<file path="src/hdl/i2cm_pkg.sv">
// Shared types and constants for the I2C master transfer core.
// Depends on nothing; used by i2cm_step and i2c_master_transfer_core.
`timescale 1ns / 1ps

package i2cm_pkg;

   // Transaction kinds on the request channel (tuser)
   localparam logic [1:0] KIND_TICK   = 2'd0;
   localparam logic [1:0] KIND_BEGIN  = 2'd1;
   localparam logic [1:0] KIND_SUPPLY = 2'd2;

   // Error codes
   localparam logic [1:0] ERR_OK        = 2'd0;
   localparam logic [1:0] ERR_NACK_ADDR = 2'd1;
   localparam logic [1:0] ERR_NACK_DATA = 2'd2;
   localparam logic [1:0] ERR_NO_DATA   = 2'd3;

   // Configuration register indexes
   localparam logic CSR_LOW_TIME  = 1'b0;
   localparam logic CSR_HIGH_TIME = 1'b1;

   localparam logic [7:0] LOW_TIME_RESET  = 8'd5;
   localparam logic [7:0] HIGH_TIME_RESET = 8'd4;
   localparam logic [7:0] BYTE_ONES       = 8'hFF;
   localparam logic [7:0] BYTE_ZEROS      = 8'h00;
   localparam logic [7:0] TIMER_MAX       = 8'hFF;
   localparam logic [3:0] BITS_PER_BYTE   = 4'd8;
   localparam logic [7:0] MIN_COUNT       = 8'd2;

   typedef enum logic [12:0] {
      PH_IDLE         = 13'b0000000000001,
      PH_START_SETTLE = 13'b0000000000010,
      PH_START_HOLD   = 13'b0000000000100,
      PH_DATA_LOW     = 13'b0000000001000,
      PH_DATA_HIGH    = 13'b0000000010000,
      PH_DATA_END     = 13'b0000000100000,
      PH_ACK_LOW      = 13'b0000001000000,
      PH_ACK_HIGH     = 13'b0000010000000,
      PH_ACK_END      = 13'b0000100000000,
      PH_WAIT_BYTE    = 13'b0001000000000,
      PH_STOP_LOW     = 13'b0010000000000,
      PH_STOP_HIGH    = 13'b0100000000000,
      PH_STOP_END     = 13'b1000000000000
   } phase_type;

   typedef struct packed {
      phase_type  phase;
      logic [7:0] shift_reg;
      logic [3:0] bit_count;
      logic [7:0] wait_timer;
      logic [7:0] bytes_left;
      logic       read_mode;
      logic       address_phase;
      logic [1:0] last_error;
   } engine_state_type;

   typedef struct packed {
      logic [1:0] error_code;
      logic       done_res;
      logic       busy_res;
      logic       need_byte;
      logic       rx_valid;
      logic [7:0] rx_byte;
      logic       sda_low;
      logic       scl_low;
   } result_type;

   typedef struct packed {
      logic [1:0] kind;
      logic [7:0] data_byte;
      logic [7:0] byte_count;
      logic       scl_in;
      logic       sda_in;
   } request_type;

endpackage

</file>
<file path="src/hdl/i2cm_step.sv">
// Next-state and result logic of the I2C bus sequencer for one transaction.
// Depends on i2cm_pkg.
`timescale 1ns / 1ps

module i2cm_step (
   input  i2cm_pkg::request_type      req,
   input  i2cm_pkg::engine_state_type cur,
   input  logic [7:0]                 low_time,
   input  logic [7:0]                 high_time,
   output i2cm_pkg::engine_state_type nxt,
   output i2cm_pkg::result_type       res
);

   logic [7:0] timer_inc;
   logic       low_hit;
   logic       high_hit;
   logic       done;
   logic       rxv;
   logic [7:0] rxb;
   logic       tx_cur;
   logic       tx_nxt;
   logic       msb_low;
   logic [7:0] bytes_dec;
   logic [3:0] bits_dec;
   logic [7:0] shifted;

   // saturating tick counter, compared against the configured times
   assign timer_inc = (cur.wait_timer != i2cm_pkg::TIMER_MAX) ? cur.wait_timer + 8'd1
                                                              : cur.wait_timer;
   assign low_hit   = timer_inc >= low_time;
   assign high_hit  = timer_inc >= high_time;
   assign tx_cur    = cur.address_phase || !cur.read_mode;
   assign bytes_dec = cur.bytes_left - 8'd1;
   assign bits_dec  = cur.bit_count - 4'd1;
   assign shifted   = {cur.shift_reg[6:0], req.sda_in};

   always_comb begin
      nxt  = cur;
      done = 1'b0;
      rxv  = 1'b0;
      rxb  = i2cm_pkg::BYTE_ZEROS;
      case (req.kind)
         i2cm_pkg::KIND_BEGIN: begin
            if (cur.phase == i2cm_pkg::PH_IDLE) begin
               nxt.last_error = i2cm_pkg::ERR_OK;
               if (req.byte_count < i2cm_pkg::MIN_COUNT) begin
                  nxt.last_error = i2cm_pkg::ERR_NO_DATA;
                  done           = 1'b1;
               end else begin
                  nxt.read_mode     = req.data_byte[0];
                  nxt.address_phase = 1'b1;
                  nxt.shift_reg     = req.data_byte;
                  nxt.bytes_left    = req.byte_count;
                  nxt.bit_count     = 4'd0;
                  nxt.wait_timer    = 8'd0;
                  nxt.phase         = i2cm_pkg::PH_START_SETTLE;
               end
            end
         end
         i2cm_pkg::KIND_SUPPLY: begin
            if (cur.phase == i2cm_pkg::PH_WAIT_BYTE) begin
               nxt.shift_reg  = req.data_byte;
               nxt.bit_count  = i2cm_pkg::BITS_PER_BYTE;
               nxt.wait_timer = 8'd0;
               nxt.phase      = i2cm_pkg::PH_DATA_LOW;
            end
         end
         i2cm_pkg::KIND_TICK: begin
            case (cur.phase)
               i2cm_pkg::PH_IDLE, i2cm_pkg::PH_WAIT_BYTE: begin
                  nxt.phase = cur.phase;
               end
               i2cm_pkg::PH_START_SETTLE: begin
                  if (req.scl_in) begin
                     nxt.wait_timer = timer_inc;
                     if (low_hit) begin
                        nxt.phase      = i2cm_pkg::PH_START_HOLD;
                        nxt.wait_timer = 8'd0;
                     end
                  end
               end
               i2cm_pkg::PH_START_HOLD: begin
                  nxt.wait_timer = timer_inc;
                  if (high_hit) begin
                     nxt.phase      = i2cm_pkg::PH_DATA_LOW;
                     nxt.wait_timer = 8'd0;
                     nxt.bit_count  = i2cm_pkg::BITS_PER_BYTE;
                  end
               end
               i2cm_pkg::PH_DATA_LOW: begin
                  nxt.wait_timer = timer_inc;
                  if (low_hit) begin
                     nxt.phase      = i2cm_pkg::PH_DATA_HIGH;
                     nxt.wait_timer = 8'd0;
                  end
               end
               i2cm_pkg::PH_DATA_HIGH: begin
                  if (req.scl_in) begin
                     nxt.wait_timer = timer_inc;
                     if (high_hit) begin
                        nxt.shift_reg  = shifted;
                        nxt.bit_count  = bits_dec;
                        nxt.wait_timer = 8'd0;
                        nxt.phase      = (bits_dec == 4'd0) ? i2cm_pkg::PH_DATA_END
                                                            : i2cm_pkg::PH_DATA_LOW;
                     end
                  end
               end
               i2cm_pkg::PH_DATA_END: begin
                  nxt.wait_timer = timer_inc;
                  if (low_hit) begin
                     nxt.wait_timer = 8'd0;
                     nxt.phase      = i2cm_pkg::PH_ACK_LOW;
                     if (!cur.address_phase && cur.read_mode) begin
                        rxv           = 1'b1;
                        rxb           = cur.shift_reg;
                        // NACK the last read byte, ACK the rest
                        nxt.shift_reg = (cur.bytes_left == 8'd1) ? i2cm_pkg::BYTE_ONES
                                                                 : i2cm_pkg::BYTE_ZEROS;
                     end else begin
                        nxt.shift_reg = i2cm_pkg::BYTE_ONES;
                     end
                  end
               end
               i2cm_pkg::PH_ACK_LOW: begin
                  nxt.wait_timer = timer_inc;
                  if (low_hit) begin
                     nxt.phase      = i2cm_pkg::PH_ACK_HIGH;
                     nxt.wait_timer = 8'd0;
                  end
               end
               i2cm_pkg::PH_ACK_HIGH: begin
                  if (req.scl_in) begin
                     nxt.wait_timer = timer_inc;
                     if (high_hit) begin
                        nxt.shift_reg  = shifted;
                        nxt.phase      = i2cm_pkg::PH_ACK_END;
                        nxt.wait_timer = 8'd0;
                     end
                  end
               end
               i2cm_pkg::PH_ACK_END: begin
                  nxt.wait_timer = timer_inc;
                  if (low_hit) begin
                     nxt.wait_timer = 8'd0;
                     nxt.shift_reg  = i2cm_pkg::BYTE_ONES;
                     if (tx_cur && cur.shift_reg[0]) begin
                        nxt.last_error = cur.address_phase ? i2cm_pkg::ERR_NACK_ADDR
                                                           : i2cm_pkg::ERR_NACK_DATA;
                        nxt.phase      = i2cm_pkg::PH_STOP_LOW;
                     end else begin
                        nxt.address_phase = 1'b0;
                        nxt.bytes_left    = bytes_dec;
                        if (bytes_dec == 8'd0) begin
                           nxt.phase = i2cm_pkg::PH_STOP_LOW;
                        end else if (cur.read_mode) begin
                           nxt.bit_count = i2cm_pkg::BITS_PER_BYTE;
                           nxt.phase     = i2cm_pkg::PH_DATA_LOW;
                        end else begin
                           nxt.phase = i2cm_pkg::PH_WAIT_BYTE;
                        end
                     end
                  end
               end
               i2cm_pkg::PH_STOP_LOW: begin
                  nxt.phase      = i2cm_pkg::PH_STOP_HIGH;
                  nxt.wait_timer = 8'd0;
               end
               i2cm_pkg::PH_STOP_HIGH: begin
                  if (req.scl_in) begin
                     nxt.wait_timer = timer_inc;
                     if (high_hit) begin
                        nxt.phase      = i2cm_pkg::PH_STOP_END;
                        nxt.wait_timer = 8'd0;
                     end
                  end
               end
               i2cm_pkg::PH_STOP_END: begin
                  nxt.wait_timer = timer_inc;
                  if (low_hit) begin
                     nxt.phase      = i2cm_pkg::PH_IDLE;
                     nxt.wait_timer = 8'd0;
                     done           = 1'b1;
                  end
               end
               default: begin
                  nxt.phase = i2cm_pkg::PH_IDLE;
               end
            endcase
         end
         default: begin
            nxt = cur;
         end
      endcase
   end

   // Pin drive follows the state left by this transaction
   assign tx_nxt  = nxt.address_phase || !nxt.read_mode;
   assign msb_low = !nxt.shift_reg[7];

   always_comb begin
      res            = '0;
      res.rx_byte    = rxb;
      res.rx_valid   = rxv;
      res.done_res   = done;
      res.error_code = nxt.last_error;
      res.need_byte  = nxt.phase == i2cm_pkg::PH_WAIT_BYTE;
      res.busy_res   = nxt.phase != i2cm_pkg::PH_IDLE;
      res.scl_low    = (nxt.phase == i2cm_pkg::PH_DATA_LOW)  ||
                       (nxt.phase == i2cm_pkg::PH_DATA_END)  ||
                       (nxt.phase == i2cm_pkg::PH_ACK_LOW)   ||
                       (nxt.phase == i2cm_pkg::PH_ACK_END)   ||
                       (nxt.phase == i2cm_pkg::PH_WAIT_BYTE) ||
                       (nxt.phase == i2cm_pkg::PH_STOP_LOW);
      case (nxt.phase)
         i2cm_pkg::PH_START_HOLD, i2cm_pkg::PH_STOP_LOW, i2cm_pkg::PH_STOP_HIGH: begin
            res.sda_low = 1'b1;
         end
         i2cm_pkg::PH_DATA_LOW, i2cm_pkg::PH_DATA_HIGH: begin
            res.sda_low = tx_nxt && msb_low;
         end
         i2cm_pkg::PH_ACK_LOW, i2cm_pkg::PH_ACK_HIGH: begin
            res.sda_low = msb_low;
         end
         default: begin
            res.sda_low = 1'b0;
         end
      endcase
   end

endmodule

</file>
<file path="src/hdl/i2c_master_transfer_core.sv">
// Top level of the I2C master transfer core: handshakes, timing registers,
// sequencer state and result register. Depends on i2cm_pkg and i2cm_step.
//
//   Channel   Direction  Transaction
//   req_*     in         tick with pin samples, begin transfer, write byte
//   rsp_*     out        pin drive, received byte and status, one per request
//   csr_*     in         write of low_time_ticks (0) or high_time_ticks (1)
//
// The sequencer step is one pass of logic from the accepted request and the state
// register to the result register.
// A request is taken every cycle while the result register is empty or drained.
// A stalled rsp_tready holds the result and blocks further requests.
// Synchronous reset: sequencer idle, timing registers 5 and 4 ticks.
`timescale 1ns / 1ps

module i2c_master_transfer_core (
   input  logic        clock,
   input  logic        reset,
   input  logic        req_tvalid,
   output logic        req_tready,
   // [7:0] data_byte, [15:8] byte_count, [16] scl_in, [17] sda_in, [23:18] zero
   input  logic [23:0] req_tdata,
   // [1:0] kind
   input  logic [1:0]  req_tuser,
   output logic        rsp_tvalid,
   input  logic        rsp_tready,
   // [0] scl_low, [1] sda_low, [9:2] rx_byte, [10] rx_valid, [11] need_byte,
   // [12] busy_res, [13] done_res, [15:14] error_code
   output logic [15:0] rsp_tdata,
   input  logic        csr_we,
   input  logic        csr_addr,
   input  logic [7:0]  csr_wdata
);

   i2cm_pkg::engine_state_type state_ff;
   i2cm_pkg::engine_state_type state_in;
   i2cm_pkg::result_type       result_ff;
   i2cm_pkg::result_type       result_in;
   i2cm_pkg::request_type      req;
   logic [7:0]                 low_time_ff;
   logic [7:0]                 high_time_ff;
   logic                       rsp_valid_ff;
   logic                       accept;

   assign req_tready = !rsp_valid_ff || rsp_tready;
   assign accept     = req_tvalid && req_tready;

   assign req.kind       = req_tuser;
   assign req.data_byte  = req_tdata[7:0];
   assign req.byte_count = req_tdata[15:8];
   assign req.scl_in     = req_tdata[16];
   assign req.sda_in     = req_tdata[17];

   i2cm_step u_step (
      .req       (req),
      .cur       (state_ff),
      .low_time  (low_time_ff),
      .high_time (high_time_ff),
      .nxt       (state_in),
      .res       (result_in)
   );

   always_ff @(posedge clock) begin
      if (reset) begin
         low_time_ff  <= i2cm_pkg::LOW_TIME_RESET;
         high_time_ff <= i2cm_pkg::HIGH_TIME_RESET;
      end else if (csr_we) begin
         case (csr_addr)
            i2cm_pkg::CSR_LOW_TIME:  low_time_ff  <= csr_wdata;
            i2cm_pkg::CSR_HIGH_TIME: high_time_ff <= csr_wdata;
            default:                 low_time_ff  <= low_time_ff;
         endcase
      end
   end

   always_ff @(posedge clock) begin
      if (reset) begin
         state_ff.phase         <= i2cm_pkg::PH_IDLE;
         state_ff.shift_reg     <= i2cm_pkg::BYTE_ONES;
         state_ff.bit_count     <= 4'd0;
         state_ff.wait_timer    <= 8'd0;
         state_ff.bytes_left    <= 8'd0;
         state_ff.read_mode     <= 1'b0;
         state_ff.address_phase <= 1'b1;
         state_ff.last_error    <= i2cm_pkg::ERR_OK;
         rsp_valid_ff           <= 1'b0;
      end else begin
         if (accept) begin
            state_ff <= state_in;
         end
         // hold the result until taken; refill on each accepted transaction
         if (accept) begin
            rsp_valid_ff <= 1'b1;
         end else if (rsp_tready) begin
            rsp_valid_ff <= 1'b0;
         end
      end
   end

   always_ff @(posedge clock) begin
      if (accept) begin
         result_ff <= result_in;
      end
   end

   assign rsp_tvalid = rsp_valid_ff;
   assign rsp_tdata  = result_ff;

`ifndef SYNTHESIS
   a_result_follows: assert property (@(posedge clock) disable iff (reset)
      accept |=> rsp_tvalid)
      else $error("accepted request left no result");

   a_done_not_busy: assert property (@(posedge clock) disable iff (reset)
      (rsp_tvalid && result_ff.done_res) |-> !result_ff.busy_res)
      else $error("transfer reported done while still busy");

   a_need_byte_busy: assert property (@(posedge clock) disable iff (reset)
      (rsp_tvalid && result_ff.need_byte) |-> (result_ff.busy_res && result_ff.scl_low))
      else $error("waiting for a write byte without holding the bus");

   a_rx_in_ack: assert property (@(posedge clock) disable iff (reset)
      (accept && result_in.rx_valid) |=> (state_ff.phase == i2cm_pkg::PH_ACK_LOW))
      else $error("received byte outside the acknowledge slot");
`endif

endmodule

</file>
<file path="config.mk">
export PLATFORM = sky130hd
export DESIGN_NAME = i2c_master_transfer_core
export DESIGN_NICKNAME = d
export VERILOG_FILES = /design/src/hdl/i2cm_pkg.sv /design/src/hdl/i2cm_step.sv /design/src/hdl/i2c_master_transfer_core.sv
export SDC_FILE = /design/constraint.sdc
export NUM_CORES = 1
export LEC_CHECK = 0
export BUFFER_PORTS_ARGS = -buffer_cell sky130_fd_sc_hd__buf_2
export CORE_MARGIN = 2
export CORE_UTILIZATION = 45
export DETAILED_ROUTE_END_ITERATION = 16
export PLACE_DENSITY_LB_ADDON = 0.25
export SLEW_MARGIN = 40
export SYNTH_ARGS = -nofsm -noshare
export SYNTH_HDL_FRONTEND = slang
export SYNTH_SLANG_ARGS = --single-unit
</file>
<file path="constraint.sdc">
create_clock -name clock -period 3.5 [get_ports clock]
set_input_delay 0.35 -clock clock [delete_from_list [all_inputs] [get_ports clock]]
set_output_delay 0.35 -clock clock [all_outputs]
set_load 0.05 [all_outputs]
</file>
==> Word level (Yosys, flattened, before mapping) <==
Index checks and enable logic that the tools add are counted.
W data, S select, Z words.
{ "op_classes": {"add_sub_neg": 3, "n_lt_le_gt_ge": 3, "eq_ne": 49, "muxes": 57, "n_bitwise": 1, "reduce_logical": 37} }
{ "ops": {"columns": ["op", "count"], "rows": [
  ["$pmux W13 S12", 1],
  ["$mux W13", 9],
  ["$mux W33", 3],
  ["$pmux W33 S3", 1],
  ["$mux W8", 9],
  ["$mux W21", 3],
  ["$pmux W8 S7", 1],
  ["$mux W45", 1],
  ["$mux W43", 1],
  ["$mux W41", 1],
  ["$pmux W8 S4", 1],
  ["$eq A13 B10 Y1 const B", 2],
  ["$eq A13 B11 Y1 const B", 2],
  ["$eq A13 B12 Y1 const B", 2],
  ["$eq A13 B3 Y1 const B", 2],
  ["$eq A13 B4 Y1 const B", 2],
  ["$eq A13 B5 Y1 const B", 2],
  ["$eq A13 B6 Y1 const B", 2],
  ["$eq A13 B7 Y1 const B", 2],
  ["$eq A13 B8 Y1 const B", 2],
  ["$eq A13 B9 Y1 const B", 2],
  ["$ne A3 B3 Y1 const B", 7],
  ["$ge A8 B8 Y1", 2],
  ["$ne A8 B8 Y1 const B", 2],
  ["other kinds (48)", 88]
]} }
{ "totals": {"register_bits": 78, "inputBits": 40, "word_cells": 170} }

==> Longest topological paths before layout <==
Gate-level depths: netlist of run 1.
{ "depth": {"ltp_word": 13, "ltp_mapped": 19, "mapped_depth_nobuf": 17} }

==> Modules after synthesis <==
A second synthesis of run 1 with hierarchy kept.
{ "hier_totals": {"hier_cells": 842, "hier_area_um2": 6472.5} }
{ "by_module_without_submodules": {"columns": ["mod", "n_inst", "cells_per_inst", "area_per_inst_um2", "seq_area_each_um2"], "rows": [
  ["i2cm_step", 1, 546, 3443.3, 0.0],
  ["i2c_master_transfer_core", 1, 296, 3029.2, 1721.7]
]} }

==> Least setup slack after synthesis of run 1 <==
Ideal clock, no wire load.
{ "synth_path": {"path_kind": "reg-to-reg", "startpoint": "register state_ff[12] (netlist bit)", "endpoint": "register result_ff, in the netlist rsp_tdata[0], data pin", "setup_ps": 165, "arrival_ps": 3566, "t_required_ps": 3335, "setup_slack_ps": -231, "stages_incl_launch_ff": 19, "path_buffers": 2, "period_less_slack_ps": 3731, "path_cell_list": "dfxtp_1 > ha_1 > and2_1 > nand3_1 > nand4_1 > xnor2_1 > ha_1 > or4_1 > a21oi_1 > o31ai_1 > buf_2 > nand2_1 > buf_4 > nor2_1 > o211ai_1 > nand3_1 > nor3_2 > nand2_1 > o31ai_2"} }
{ "synth_rtl": {"columns": ["element", "line", "text"], "rows": [
  ["from (decl)", "i2c_master_transfer_core.sv:35", "i2cm_pkg::engine_state_type state_ff;"],
  ["from (signal assigned)", "i2c_master_transfer_core.sv:89", "state_ff <= state_in;"],
  ["to (signal assigned)", "i2c_master_transfer_core.sv:102", "result_ff <= result_in;"],
  ["to (decl)", "i2c_master_transfer_core.sv:37", "i2cm_pkg::result_type result_ff;"]
]} }

==> impl_metrics.xml, run 1 <==
<?xml version="1.0" encoding="UTF-8"?>
<metrics>
  <group name="status">
    <metric name="outcome" unit="">complete, but fails checks</metric>
    <metric name="violations" unit="">negative setup slack</metric>
  </group>
  <group name="setup_path">
    <metric name="timing.critical_path.slowest_cell_delay" unit="ps">490</metric>
    <metric name="worstSetupPathType" unit="">flop to flop</metric>
    <metric name="worstRegToRegCells" unit="">17</metric>
    <metric name="worst-path-buf-inv" unit="">1</metric>
    <metric name="rr_startpoint" unit="">state_ff[12]</metric>
    <metric name="timing.critical_path.cells" unit="">ha_4, and2_4, nand3_4, nand4_1, xnor2_2, ha_2, or4_4, a21oi_4, o31a_1, buf_4, nor2_2, a22o_1, nor2_4, nand4b_1, a2111oi_2, a21oi_1, o22ai_1</metric>
    <metric name="timing.critical_path.max_delay_family" unit="">compound AO/OA/AOI/OAI gates</metric>
    <metric name="required_time_at_the_worst_slack_endpoint" unit="ps">3680</metric>
    <metric name="critical_path.startpoint_type" unit="">flop</metric>
    <metric name="critical_path.endpoint_type" unit="">flop</metric>
    <metric name="arrival" unit="ps">4160</metric>
    <metric name="rrSetupSlack" unit="ps">-470</metric>
    <metric name="cp_max_fo" unit="">5</metric>
    <metric name="reg2reg_to" unit="">rsp_tdata[1]</metric>
    <metric name="critical-path-slowest-cell" unit="">sky130_fd_sc_hd__or4_4</metric>
  </group>
  <group name="synth">
    <metric name="ys_seq_area_share" unit="%">30.8</metric>
    <metric name="synth_edf_count" unit="">16</metric>
    <metric name="simple_gate_area_share_of_the_yosys_netlist" unit="%">30.8</metric>
    <metric name="synth-adder-area-share" unit="%">4.69</metric>
    <metric name="main_combinational_cell_family_by_area_after_synthesis" unit="">simple AND/OR/NAND/NOR gates</metric>
    <metric name="syn-mean-instance-area" unit="um^2">7.97</metric>
    <metric name="synth-seq-cells" unit="">78</metric>
    <metric name="synthesis.nets" unit="">763</metric>
    <metric name="synth.area.mux_share" unit="%">1.10</metric>
    <metric name="mappedNetlistArea" unit="mm^2">0.00560</metric>
    <metric name="cell_count_after_synthesis" unit="">702</metric>
    <metric name="synth_xor_xnor_area_share" unit="%">2.66</metric>
    <metric name="dominantRegCellSynth" unit="">sky130_fd_sc_hd__dfxtp_1</metric>
    <metric name="synth_compound_area_share" unit="%">24.0</metric>
    <metric name="netlist-cell-type-count" unit="">91</metric>
    <metric name="yosys_warnings" unit="">0</metric>
    <metric name="async_flop_share" unit="%">0</metric>
  </group>
  <group name="placed_design">
    <metric name="place.detailed.hpwl" unit="um">13100</metric>
    <metric name="placedCellCount" unit="">971</metric>
    <metric name="routabilityCongestion" unit="">1.06</metric>
    <metric name="place_area" unit="mm^2">0.00662</metric>
    <metric name="portBuffers" unit="">51</metric>
  </group>
  <group name="global_routing">
    <metric name="number_of_global_route_vias_before_repair" unit="">5675</metric>
    <metric name="global_route.overflow_total" unit="">0</metric>
    <metric name="initial_antenna_violation_count" unit="">0</metric>
    <metric name="maximum_number_of_pins_on_one_net_before_global_route_repair" unit="">63</metric>
    <metric name="wire_length_of_the_first_global_routing_pass" unit="um">28000</metric>
    <metric name="global_route.usage.total" unit="%">26.6</metric>
  </group>
  <group name="finish">
    <metric name="final_layout_size_suffix_gt1_share" unit="%">32.1</metric>
    <metric name="area_delta_synth_final" unit="%">31.3</metric>
    <metric name="most_frequent_standard_cell_in_the_layout_excluding_fill_and_tap_cells" unit="">sky130_fd_sc_hd__buf_4</metric>
    <metric name="commonest_cells_after_routing_fill_and_taps_aside" unit="">sky130_fd_sc_hd__buf_4, sky130_fd_sc_hd__nand2_1, sky130_fd_sc_hd__nor2_1</metric>
    <metric name="antenna_diodes" unit="">0</metric>
    <metric name="final_area" unit="mm^2">0.00735</metric>
    <metric name="num-nets-final" unit="">894</metric>
    <metric name="finish.cell_count_without_fillers" unit="">1006</metric>
    <metric name="layout.filler_cells" unit="">1054</metric>
  </group>
  <group name="sta">
    <metric name="slew_headroom" unit="%">51.7</metric>
    <metric name="final.setup.worst_slack" unit="ps">-472</metric>
    <metric name="worst_hold_slack" unit="ps">222</metric>
    <metric name="grt_setup_unrepaired" unit="">true</metric>
    <metric name="layout_worst_path_cycle_share" unit="%">113</metric>
    <metric name="total_of_endpoints_with_negative_setup_slack_in_the_final_report" unit="">18</metric>
    <metric name="hold_violation_total_from_the_final_report" unit="">0</metric>
    <metric name="tightest_slew" unit="ps">720</metric>
    <metric name="clock-skew-final" unit="ps">8.99</metric>
    <metric name="final_period_minus_worst_setup_slack" unit="ps">3970</metric>
    <metric name="max_clock_freq" unit="MHz">252</metric>
    <metric name="finalMaxSlewViolations" unit="">0</metric>
  </group>
  <group name="clock_tree">
    <metric name="clock_tree.htree_level_count" unit="">3</metric>
    <metric name="numCtsBuffers" unit="">9</metric>
    <metric name="clk_latency" unit="ps">340</metric>
    <metric name="cts.sink_count" unit="">78</metric>
    <metric name="cts.clk_slew.worst_paths" unit="ps">60</metric>
    <metric name="clockRootBuffer" unit="">sky130_fd_sc_hd__clkbuf_16</metric>
    <metric name="max-clock-path-buffers" unit="">2</metric>
    <metric name="tritoncts" unit="">built</metric>
  </group>
  <group name="power_and_ir_drop">
    <metric name="p_leak" unit="nW">2.99</metric>
    <metric name="max-vdd-ir-drop" unit="mV">0.280</metric>
    <metric name="power_per_cell_area" unit="mW/mm^2">335</metric>
    <metric name="finalPower" unit="mW">2.46</metric>
  </group>
  <group name="detailed_routing">
    <metric name="drcViolationCount" unit="">0</metric>
    <metric name="via_count" unit="">5982</metric>
    <metric name="route.detailed.vias_per_inst" unit="">5.95</metric>
    <metric name="postRouteWirelength" unit="um">17700</metric>
    <metric name="wl_per_cell" unit="um">17.6</metric>
    <metric name="detail-route-antenna-nets" unit="">0</metric>
    <metric name="drt-pass1-iter-count" unit="">5</metric>
    <metric name="drt_first_iter_violations" unit="">568</metric>
  </group>
  <group name="die">
    <metric name="chipWidth" unit="um">116</metric>
    <metric name="num_io_pins" unit="">58</metric>
    <metric name="die-area" unit="mm^2">0.0133</metric>
    <metric name="initial_util" unit="%">46.4</metric>
    <metric name="die_outline_height" unit="um">116</metric>
    <metric name="num_rows" unit="">40</metric>
    <metric name="core_region_area" unit="mm^2">0.0121</metric>
  </group>
  <group name="min_path">
    <metric name="whs_endpoint" unit="">low_time_ff[2]</metric>
    <metric name="min_delay_path_depth" unit="">2</metric>
    <metric name="worst_hold_path_type" unit="">input port to flop</metric>
    <metric name="hold_start" unit="">csr_wdata[2]</metric>
  </group>
  <group name="job">
    <metric name="maxCapViolCount" unit="">0</metric>
  </group>
</metrics>
-- final cells by class --
cell class	instances	area [um^2]	area share (%)
Clock buffer	10	229	3.12
Clock inverter	6	38.8	0.528
Inverter	31	116	1.58
Multi-Input combinational cell	554	3920	53.3
Sequential cell	78	1730	23.5
Tap cell	168	210	2.86
Timing Repair Buffer	159	1110	15.1
-- cell families (layout without fill, tap and decap cells) --
kind of cell / Yosys count / in the layout
AOI/OAI and AO/OA: 189 / 189
xor gates and xnor gates: 17 / 17
adders and majority gates: 21 / 21
buffers and inverters: 70 / 206
DFF: 78 / 78
muxes: 6 / 6
and+or+nand+nor: 321 / 321
-- synthesized netlist by cell type (6+ instances only) --
cell,n,area (um^2)
sky130_fd_sc_hd__nor2_1,83,312
sky130_fd_sc_hd__nor4_1,6,37.5
sky130_fd_sc_hd__o21ai_0,23,115
sky130_fd_sc_hd__dfxtp_1,62,1240
sky130_fd_sc_hd__buf_2,6,30.0
sky130_fd_sc_hd__a21oi_1,61,305
sky130_fd_sc_hd__a22oi_1,11,82.6
sky130_fd_sc_hd__xor2_1,12,105
sky130_fd_sc_hd__a211oi_1,8,60.1
sky130_fd_sc_hd__a211o_1,11,96.3
sky130_fd_sc_hd__inv_1,30,113
sky130_fd_sc_hd__nand2b_1,9,56.3
sky130_fd_sc_hd__o211ai_1,7,52.6
sky130_fd_sc_hd__nand2_1,81,304
sky130_fd_sc_hd__nand3_1,27,135
sky130_fd_sc_hd__or3_1,6,37.5
sky130_fd_sc_hd__edfxtp_1,16,480
sky130_fd_sc_hd__and2_1,13,81.3
sky130_fd_sc_hd__nand4_1,22,138
sky130_fd_sc_hd__buf_4,11,82.6
sky130_fd_sc_hd__nor3_1,18,90.1
sky130_fd_sc_hd__ha_1,21,263
sky130_fd_sc_hd__and3_1,6,37.5
sky130_fd_sc_hd__a31oi_1,7,43.8
sky130_fd_sc_hd__clkbuf_1,18,67.6
-- registers in the layout, indices dropped and copies added (netlist names) --
register      flops
rsp_tdata        16
rsp_tvalid        1
high_time_ff      8
state_ff         45
low_time_ff       8
-- stage by stage --
step           utilization (%)  setup TNS (ps)  worst slack (ps)
2_1_floorplan                -           -16.7             -16.7
3_3_place_gp              54.9           -2490              -325
3_5_place_dp              54.9           -3070              -378
4_1_cts                   58.7           -1560              -329
5_1_grt                   60.9           -7310              -579
6_report                  60.9           -3810              -472
-- timing repair --
item / 4_1_cts / 5_1_grt
cloned: 0 / 0
buffers inserted: 7 / 13
endpoints found under the setup margin: 16 / 47
hold buffers: 0 / 0
pin swaps: 16 / 39
resized for setup: 35 / 40
-- how the worst max path moves through the flow --
stage	to	cells past startpoint	start	slack, ps
CTS	rsp_tdata[1]	18	state_ff[13]	-330
global route	rsp_tdata[1]	17	state_ff[13]	-580
finish	rsp_tdata[1]	17	state_ff[12]	-470
global placement	rsp_tdata[1]	16	state_ff[13]	-330
detailed placement	rsp_tdata[1]	16	state_ff[13]	-380
floorplan	rsp_tdata[0]	17	state_ff[13]	-20
-- metal layers --
metal / part of all wire (%) / wire (um) / vias up / global-route usage [%]
met5: 0 / 0 / - / 0
li1: - / - / 2856 / -
met2: 48 / 8470 / 243 / 44.8
met3: 6.2 / 1100 / 42 / 4.86
met1: 43 / 7660 / 2841 / 33.9
met4: 2.8 / 495 / 0 / 10.6
-- power breakdown --
| group | switching, mW | leakage, nW | internal (mW) |
|---|---|---|---|
| combinational | 0.378 | 2.19 | 0.246 |
| sequential | 0.0427 | 0.668 | 0.956 |
| clock | 0.363 | 0.128 | 0.477 |
No activity file was read; power rests on OpenSTA's default activity.
==> inputs of run 2 (changes only) <==
Settings changed: ABC_AREA set to 1.
==> run 2 against run 1 <==
The flow still finishes with violations (negative setup slack). Critical path depth rose by 11. Global-route usage barely moved. Worst hold slack improved by 12 ps. Area after synthesis rose by 1.5%. Cell count rose by 17%. Synthesized cell count rose by 25%. Flip-flop and latch count did not move. Largest cell class unchanged. Largest power group unchanged.
==> impl_metrics.xml, run 2 <==
<?xml version="1.0" encoding="UTF-8"?>
<metrics>
  <group name="placed_design">
    <metric name="routabilityCongestion" unit="">1.02</metric>
    <metric name="placedCellCount" unit="">1143</metric>
    <metric name="place.detailed.hpwl" unit="um">12900</metric>
    <metric name="portBuffers" unit="">51</metric>
    <metric name="pre_cts_ws" unit="ps">-270</metric>
  </group>
  <group name="power_and_ir_drop">
    <metric name="max-vdd-ir-drop" unit="mV">0.206</metric>
    <metric name="power_per_cell_area" unit="mW/mm^2">344</metric>
    <metric name="finalPower" unit="mW">2.58</metric>
    <metric name="p_leak" unit="nW">3.70</metric>
  </group>
  <group name="finish">
    <metric name="top_register" unit="">state_ff</metric>
    <metric name="finish.utilization" unit="%">60.1</metric>
    <metric name="largest_register_ff_count" unit="">45</metric>
    <metric name="area_delta_synth_final" unit="%">31.9</metric>
    <metric name="commonest_cells_after_routing_fill_and_taps_aside" unit="">sky130_fd_sc_hd__nand2_1, sky130_fd_sc_hd__inv_1, sky130_fd_sc_hd__nor2_1</metric>
    <metric name="final-seq-area" unit="mm^2">0.00172</metric>
    <metric name="layout.filler_cells" unit="">1200</metric>
    <metric name="finish.cell_count_without_fillers" unit="">1179</metric>
    <metric name="area_of_the_multi_input_gates" unit="mm^2">0.00380</metric>
    <metric name="final_layout_size_suffix_gt1_share" unit="%">28.3</metric>
    <metric name="most_frequent_standard_cell_in_the_layout_excluding_fill_and_tap_cells" unit="">sky130_fd_sc_hd__nand2_1</metric>
    <metric name="num-nets-final" unit="">1063</metric>
    <metric name="antenna_diodes" unit="">0</metric>
  </group>
  <group name="setup_path">
    <metric name="worstSetupPathType" unit="">flop to flop</metric>
    <metric name="timing.critical_path.slowest_cell_delay" unit="ps">360</metric>
    <metric name="cp_max_fo" unit="">5</metric>
    <metric name="critical_path.startpoint_type" unit="">flop</metric>
    <metric name="critical-path-slowest-cell" unit="">sky130_fd_sc_hd__dfxtp_2</metric>
    <metric name="worstRegToRegCells" unit="">28</metric>
    <metric name="critPathMostFrequentCell" unit="">sky130_fd_sc_hd__nor2_1</metric>
    <metric name="required_time_at_the_worst_slack_endpoint" unit="ps">3720</metric>
    <metric name="critical_path.endpoint_type" unit="">flop</metric>
    <metric name="arrival" unit="ps">3900</metric>
  </group>
  <group name="synth">
    <metric name="syn-mean-instance-area" unit="um^2">6.50</metric>
    <metric name="async_flop_share" unit="%">0</metric>
    <metric name="ys_seq_area_share" unit="%">30.3</metric>
    <metric name="synth_edf_count" unit="">16</metric>
    <metric name="dominantRegCellSynth" unit="">sky130_fd_sc_hd__dfxtp_1</metric>
    <metric name="yosysTopAreaCell" unit="">sky130_fd_sc_hd__dfxtp_1</metric>
    <metric name="cell_count_after_synthesis" unit="">874</metric>
    <metric name="synth_top_cells_by_area" unit="">sky130_fd_sc_hd__dfxtp_1, sky130_fd_sc_hd__nand2_1, sky130_fd_sc_hd__edfxtp_1</metric>
    <metric name="synthesis.nets" unit="">935</metric>
    <metric name="yosysTopAreaCellShare" unit="%">21.8</metric>
    <metric name="netlist-cell-type-count" unit="">53</metric>
    <metric name="synthMostInstantiatedCell" unit="">sky130_fd_sc_hd__nand2_1</metric>
    <metric name="yosys_warnings" unit="">0</metric>
    <metric name="synth_commonest_cells" unit="">sky130_fd_sc_hd__nand2_1, sky130_fd_sc_hd__inv_1, sky130_fd_sc_hd__nor2_1</metric>
    <metric name="mappedNetlistArea" unit="mm^2">0.00568</metric>
    <metric name="synth-seq-cells" unit="">78</metric>
  </group>
  <group name="die">
    <metric name="num_rows" unit="">41</metric>
    <metric name="num_io_pins" unit="">58</metric>
    <metric name="initial_util" unit="%">45.6</metric>
    <metric name="die-area" unit="mm^2">0.0135</metric>
    <metric name="chipWidth" unit="um">116</metric>
    <metric name="die_outline_height" unit="um">116</metric>
    <metric name="core_region_area" unit="mm^2">0.0125</metric>
  </group>
  <group name="sta">
    <metric name="tightest_slew" unit="ps">800</metric>
    <metric name="final.setup.worst_slack" unit="ps">-179</metric>
    <metric name="total_of_endpoints_with_negative_setup_slack_in_the_final_report" unit="">5</metric>
    <metric name="hold_violation_total_from_the_final_report" unit="">0</metric>
    <metric name="final_period_minus_worst_setup_slack" unit="ps">3680</metric>
    <metric name="grt_setup_unrepaired" unit="">true</metric>
    <metric name="max_clock_freq" unit="MHz">272</metric>
    <metric name="finalMaxSlewViolations" unit="">0</metric>
    <metric name="layout_worst_path_cycle_share" unit="%">105</metric>
    <metric name="slew_headroom" unit="%">46.3</metric>
    <metric name="clock-skew-final" unit="ps">8.50</metric>
    <metric name="final.setup.tns" unit="ps">-447</metric>
  </group>
  <group name="global_routing">
    <metric name="initial_antenna_violation_count" unit="">0</metric>
    <metric name="maximum_number_of_pins_on_one_net_before_global_route_repair" unit="">32</metric>
    <metric name="wire_length_of_the_first_global_routing_pass" unit="um">28300</metric>
    <metric name="number_of_global_route_vias_before_repair" unit="">5796</metric>
    <metric name="global_route.overflow_total" unit="">0</metric>
    <metric name="global_route.usage.total" unit="%">26.6</metric>
  </group>
  <group name="detailed_routing">
    <metric name="wl_per_cell" unit="um">15.3</metric>
    <metric name="via_count" unit="">6339</metric>
    <metric name="drt-pass1-iter-count" unit="">6</metric>
    <metric name="drcViolationCount" unit="">0</metric>
    <metric name="postRouteWirelength" unit="um">18100</metric>
    <metric name="drt_first_iter_violations" unit="">451</metric>
    <metric name="detail-route-antenna-nets" unit="">0</metric>
    <metric name="route.detailed.vias_per_inst" unit="">5.38</metric>
  </group>
  <group name="status">
    <metric name="violations" unit="">negative setup slack</metric>
    <metric name="outcome" unit="">complete, but fails checks</metric>
  </group>
  <group name="clock_tree">
    <metric name="cts.clk_slew.worst_paths" unit="ps">60</metric>
    <metric name="clk_latency" unit="ps">350</metric>
    <metric name="hold_buffers" unit="">0</metric>
    <metric name="clockRootBuffer" unit="">sky130_fd_sc_hd__clkbuf_16</metric>
    <metric name="cts.sink_count" unit="">78</metric>
    <metric name="tritoncts" unit="">built</metric>
    <metric name="clock_tree.htree_level_count" unit="">3</metric>
    <metric name="max-clock-path-buffers" unit="">2</metric>
    <metric name="numCtsBuffers" unit="">9</metric>
  </group>
  <group name="min_path">
    <metric name="worst_hold_path_type" unit="">input port to flop</metric>
    <metric name="min_delay_path_depth" unit="">3</metric>
  </group>
  <group name="job">
    <metric name="maxCapViolCount" unit="">0</metric>
  </group>
</metrics>
==> run 2: cell types whose count changed in the layout (fill, tap and decap cells not counted), sizes merged, moves of 9 or more <==
cell	previous run	this run
o21ai	28	70
a211oi	11	1
inv	30	140
and2	13	1
nor2	86	122
nand3	27	63
a21oi	62	74
nand2	83	193
nand2b	9	0
buf	159	134
nor3	23	14
a211o	11	0
==> run 2: cell families after synthesis <==
group	share of synthesized area (%)
simple gates	34.9
compound gates	18.4
buf+inv	10.6
flops	30.3
fa+ha+maj	4.62
xor+xnor	1.23
==> run 2: power breakdown <==
part / switching, mW / total, mW / internal, mW
Combinational: 0.433 / 0.670 / 0.237
Clock: 0.396 / 0.898 / 0.503
Sequential: 0.0405 / 1.01 / 0.970
Total: 0.869 / 2.58 / 1.71
==> run 2: final cells by class <==
type                    instances  area share, %
multi-input cells             641           50.7
clock inverters                 6          0.567
well taps                     172           2.87
inverters                     137           6.96
repair buffers                135           12.7
clock buffers                  10           3.19
flip-flops and latches         78           23.0
==> run 2: final timing paths <==
path	start	to	slack (ps)
max	state_ff[13]	rsp_tdata[0]	-180
min	csr_wdata[0]	low_time_ff[0]	230
max reg2reg	state_ff[13]	rsp_tdata[0]	-180
min reg2reg	low_time_ff[3]	low_time_ff[3]	460
==> run 2: through the flow <==
stage | cell area, um^2 | hold slack, ps
after floorplan | 5680 | 435
after global placement | 6560 | 455
after detailed placement | 6560 | 459
after CTS | 7030 | 228
after global routing | 7500 | 253
final | 7500 | 234
==> run 2: critical path, delay by kind of cell, from the launching register on <==
kind / cells / cell delay (ps)
AO/OA/AOI/OAI: 2 / 270
XOR/XNOR: 1 / 160
adder cells (fa/ha/maj): 2 / 420
buffers and inverters: 4 / 440
flip-flops: 1 / 360
AND/OR/NAND/NOR: 19 / 1890
==> run 2: what timing repair did <==
| action | in CTS | in global routing |
|---|---|---|
| buffers inserted | 8 | 12 |
| gates cloned | 0 | 2 |
| pin swaps | 22 | 44 |
| resized for setup | 39 | 104 |
| endpoints found under the setup margin | 16 | 45 |
==> run 2: routing by layer <==
layer	up-vias	wire [um]	global-route usage, %
met3	40	1050	3.94
met2	224	8110	42.8
li1	3165	-	-
met5	-	0	0
met4	0	501	11.3
met1	2910	8400	35.8
==> inputs of run 3 (changes only) <==
Settings changed: MAX_ROUTING_LAYER set to met4.
Clock period 3.5 ns to 3.7 ns, I/O delays scaled along.
==> run 3 against run 2 <==
The flow still finishes with violations (negative setup slack). Die area unchanged. Largest cell class unchanged. Total power down 2.9%. Fmax shrank 1.9%. Critical path depth is the same. Sequential share of layout area up 1.2 points.
==> impl_metrics.xml, run 3 (same netlist as run 2, synthesis figures left out) <==
<?xml version="1.0" encoding="UTF-8"?>
<metrics>
  <group name="setup_path">
    <metric name="critical_path.endpoint_type" unit="">flop</metric>
    <metric name="arrival" unit="ps">3830</metric>
    <metric name="cp_max_fo" unit="">3</metric>
    <metric name="critical-path-slowest-cell" unit="">sky130_fd_sc_hd__dfxtp_4</metric>
    <metric name="timing.critical_path.slowest_cell_delay" unit="ps">360</metric>
    <metric name="worstSetupPathType" unit="">flop to flop</metric>
    <metric name="critical_path.startpoint_type" unit="">flop</metric>
    <metric name="required_time_at_the_worst_slack_endpoint" unit="ps">3780</metric>
  </group>
  <group name="placed_design">
    <metric name="placedCellCount" unit="">1127</metric>
    <metric name="portBuffers" unit="">51</metric>
    <metric name="pre_cts_ws" unit="ps">-43.9</metric>
    <metric name="place.detailed.hpwl" unit="um">12700</metric>
    <metric name="routabilityCongestion" unit="">1.00</metric>
  </group>
  <group name="die">
    <metric name="num_rows" unit="">41</metric>
    <metric name="die_outline_height" unit="um">116</metric>
    <metric name="die-area" unit="mm^2">0.0135</metric>
    <metric name="initial_util" unit="%">45.6</metric>
    <metric name="chipWidth" unit="um">116</metric>
    <metric name="core_region_area" unit="mm^2">0.0125</metric>
    <metric name="num_io_pins" unit="">58</metric>
  </group>
  <group name="finish">
    <metric name="finish.cell_count_without_fillers" unit="">1155</metric>
    <metric name="top_register" unit="">state_ff</metric>
    <metric name="most_frequent_standard_cell_in_the_layout_excluding_fill_and_tap_cells" unit="">sky130_fd_sc_hd__nand2_1</metric>
    <metric name="final_layout_size_suffix_gt1_share" unit="%">24.6</metric>
    <metric name="antenna_diodes" unit="">0</metric>
    <metric name="num-nets-final" unit="">1039</metric>
    <metric name="area_delta_synth_final" unit="%">25.9</metric>
    <metric name="largest_register_ff_count" unit="">45</metric>
    <metric name="commonest_cells_after_routing_fill_and_taps_aside" unit="">sky130_fd_sc_hd__nand2_1, sky130_fd_sc_hd__inv_1, sky130_fd_sc_hd__nor2_1</metric>
  </group>
  <group name="global_routing">
    <metric name="number_of_global_route_vias_before_repair" unit="">5586</metric>
    <metric name="initial_antenna_violation_count" unit="">0</metric>
    <metric name="maximum_number_of_pins_on_one_net_before_global_route_repair" unit="">32</metric>
    <metric name="global_route.usage.total" unit="%">27.4</metric>
    <metric name="global_route.overflow_total" unit="">0</metric>
    <metric name="wire_length_of_the_first_global_routing_pass" unit="um">28000</metric>
  </group>
  <group name="sta">
    <metric name="final_period_minus_worst_setup_slack" unit="ps">3750</metric>
    <metric name="tightest_slew" unit="ps">804</metric>
    <metric name="finalMaxSlewViolations" unit="">0</metric>
    <metric name="max_clock_freq" unit="MHz">267</metric>
    <metric name="grt_setup_unrepaired" unit="">true</metric>
    <metric name="slew_headroom" unit="%">46.0</metric>
    <metric name="total_of_endpoints_with_negative_setup_slack_in_the_final_report" unit="">3</metric>
    <metric name="layout_worst_path_cycle_share" unit="%">101</metric>
    <metric name="final.setup.worst_slack" unit="ps">-48.5</metric>
    <metric name="hold_violation_total_from_the_final_report" unit="">0</metric>
    <metric name="clock-skew-final" unit="ps">11.0</metric>
  </group>
  <group name="clock_tree">
    <metric name="clk_latency" unit="ps">350</metric>
    <metric name="clock_tree.htree_level_count" unit="">3</metric>
    <metric name="hold_buffers" unit="">0</metric>
    <metric name="cts.sink_count" unit="">78</metric>
    <metric name="clockRootBuffer" unit="">sky130_fd_sc_hd__clkbuf_16</metric>
    <metric name="numCtsBuffers" unit="">9</metric>
    <metric name="cts.clk_slew.worst_paths" unit="ps">60</metric>
    <metric name="tritoncts" unit="">built</metric>
    <metric name="max-clock-path-buffers" unit="">2</metric>
  </group>
  <group name="detailed_routing">
    <metric name="via_count" unit="">6214</metric>
    <metric name="drt_first_iter_violations" unit="">533</metric>
    <metric name="wl_per_cell" unit="um">15.6</metric>
    <metric name="detail-route-antenna-nets" unit="">0</metric>
    <metric name="drcViolationCount" unit="">0</metric>
    <metric name="postRouteWirelength" unit="um">18000</metric>
    <metric name="drt-pass1-iter-count" unit="">5</metric>
    <metric name="route.detailed.vias_per_inst" unit="">5.38</metric>
  </group>
  <group name="job">
    <metric name="maxCapViolCount" unit="">0</metric>
  </group>
  <group name="status">
    <metric name="outcome" unit="">complete, but fails checks</metric>
    <metric name="violations" unit="">negative setup slack</metric>
  </group>
  <group name="power_and_ir_drop">
    <metric name="power_per_cell_area" unit="mW/mm^2">350</metric>
    <metric name="max-vdd-ir-drop" unit="mV">0.178</metric>
    <metric name="p_leak" unit="nW">3.56</metric>
  </group>
  <group name="min_path">
    <metric name="worst_hold_path_type" unit="">input port to flop</metric>
  </group>
</metrics>
==> run 3: final cells by class <==
class | instances | area (um^2)
inverter | 137 | 514
sequential | 78 | 1730
clock inverter | 5 | 62.6
clock buffer | 11 | 254
timing repair buffer | 112 | 724
tap | 172 | 215
multi-input combinational | 640 | 3660
fill | 1235 | 5310
==> run 3: per-layer routing <==
| metal | wire length [um] | track usage, % | vias to the layer above |
|---|---|---|---|
| li1 | - | - | 3106 |
| met1 | 8250 | 38.0 | 2853 |
| met2 | 8280 | 42.4 | 227 |
| met3 | 1130 | 2.65 | 28 |
| met4 | 363 | 8.25 | 0 |
| met5 | 0 | - | - |
==> run 3: worst max-delay path, delay by kind of cell (launching register included) <==
kind | cells | cell delay, ps
XOR/XNOR | 1 | 160
adder cells (fa/ha/maj) | 2 | 420
buffers and inverters | 5 | 500
flip-flops | 1 | 360
AND/OR/NAND/NOR | 20 | 2040
==> run 3: where the power goes <==
| group | total [mW] | internal, mW | switching [mW] |
|---|---|---|---|
| Combinational | 0.589 | 0.198 | 0.391 |
| Clock | 0.962 | 0.571 | 0.391 |
| Sequential | 0.954 | 0.916 | 0.0377 |
==> run 3: per-stage QoR <==
step | setup TNS (ps) | hold slack, ps | utilization (%) | total power [mW] | area (um^2)
finish | -112 | 264 | 57.4 | 2.50 | 7160
global route | -1070 | 267 | 57.4 | 2.63 | 7160
CTS | 0 | 259 | 54.6 | 2.47 | 6800
detailed placement | -83.8 | 463 | 51.6 | 1.50 | 6430
global placement | -67.4 | 453 | 51.6 | 1.50 | 6430
floorplan | 0 | 435 | - | 1.34 | 5680
==> run 3: worst paths after layout <==
| check | endpoint | start | cells after the start | slack (ps) |
|---|---|---|---|---|
| min | low_time_ff[0] | csr_wdata[0] | 3 | 260 |
| min reg2reg | high_time_ff[4] | high_time_ff[4] | 2 | 470 |
| max reg2reg | rsp_tdata[12] | state_ff[13] | 28 | -50 |
| max | rsp_tdata[12] | state_ff[13] | 28 | -50 |
==> run 3: timing repair <==
action,4_1_cts,5_1_grt
pin swaps,2,34
setup endpoints to repair,4,34
resized for setup,15,76
setup buffers,0,12
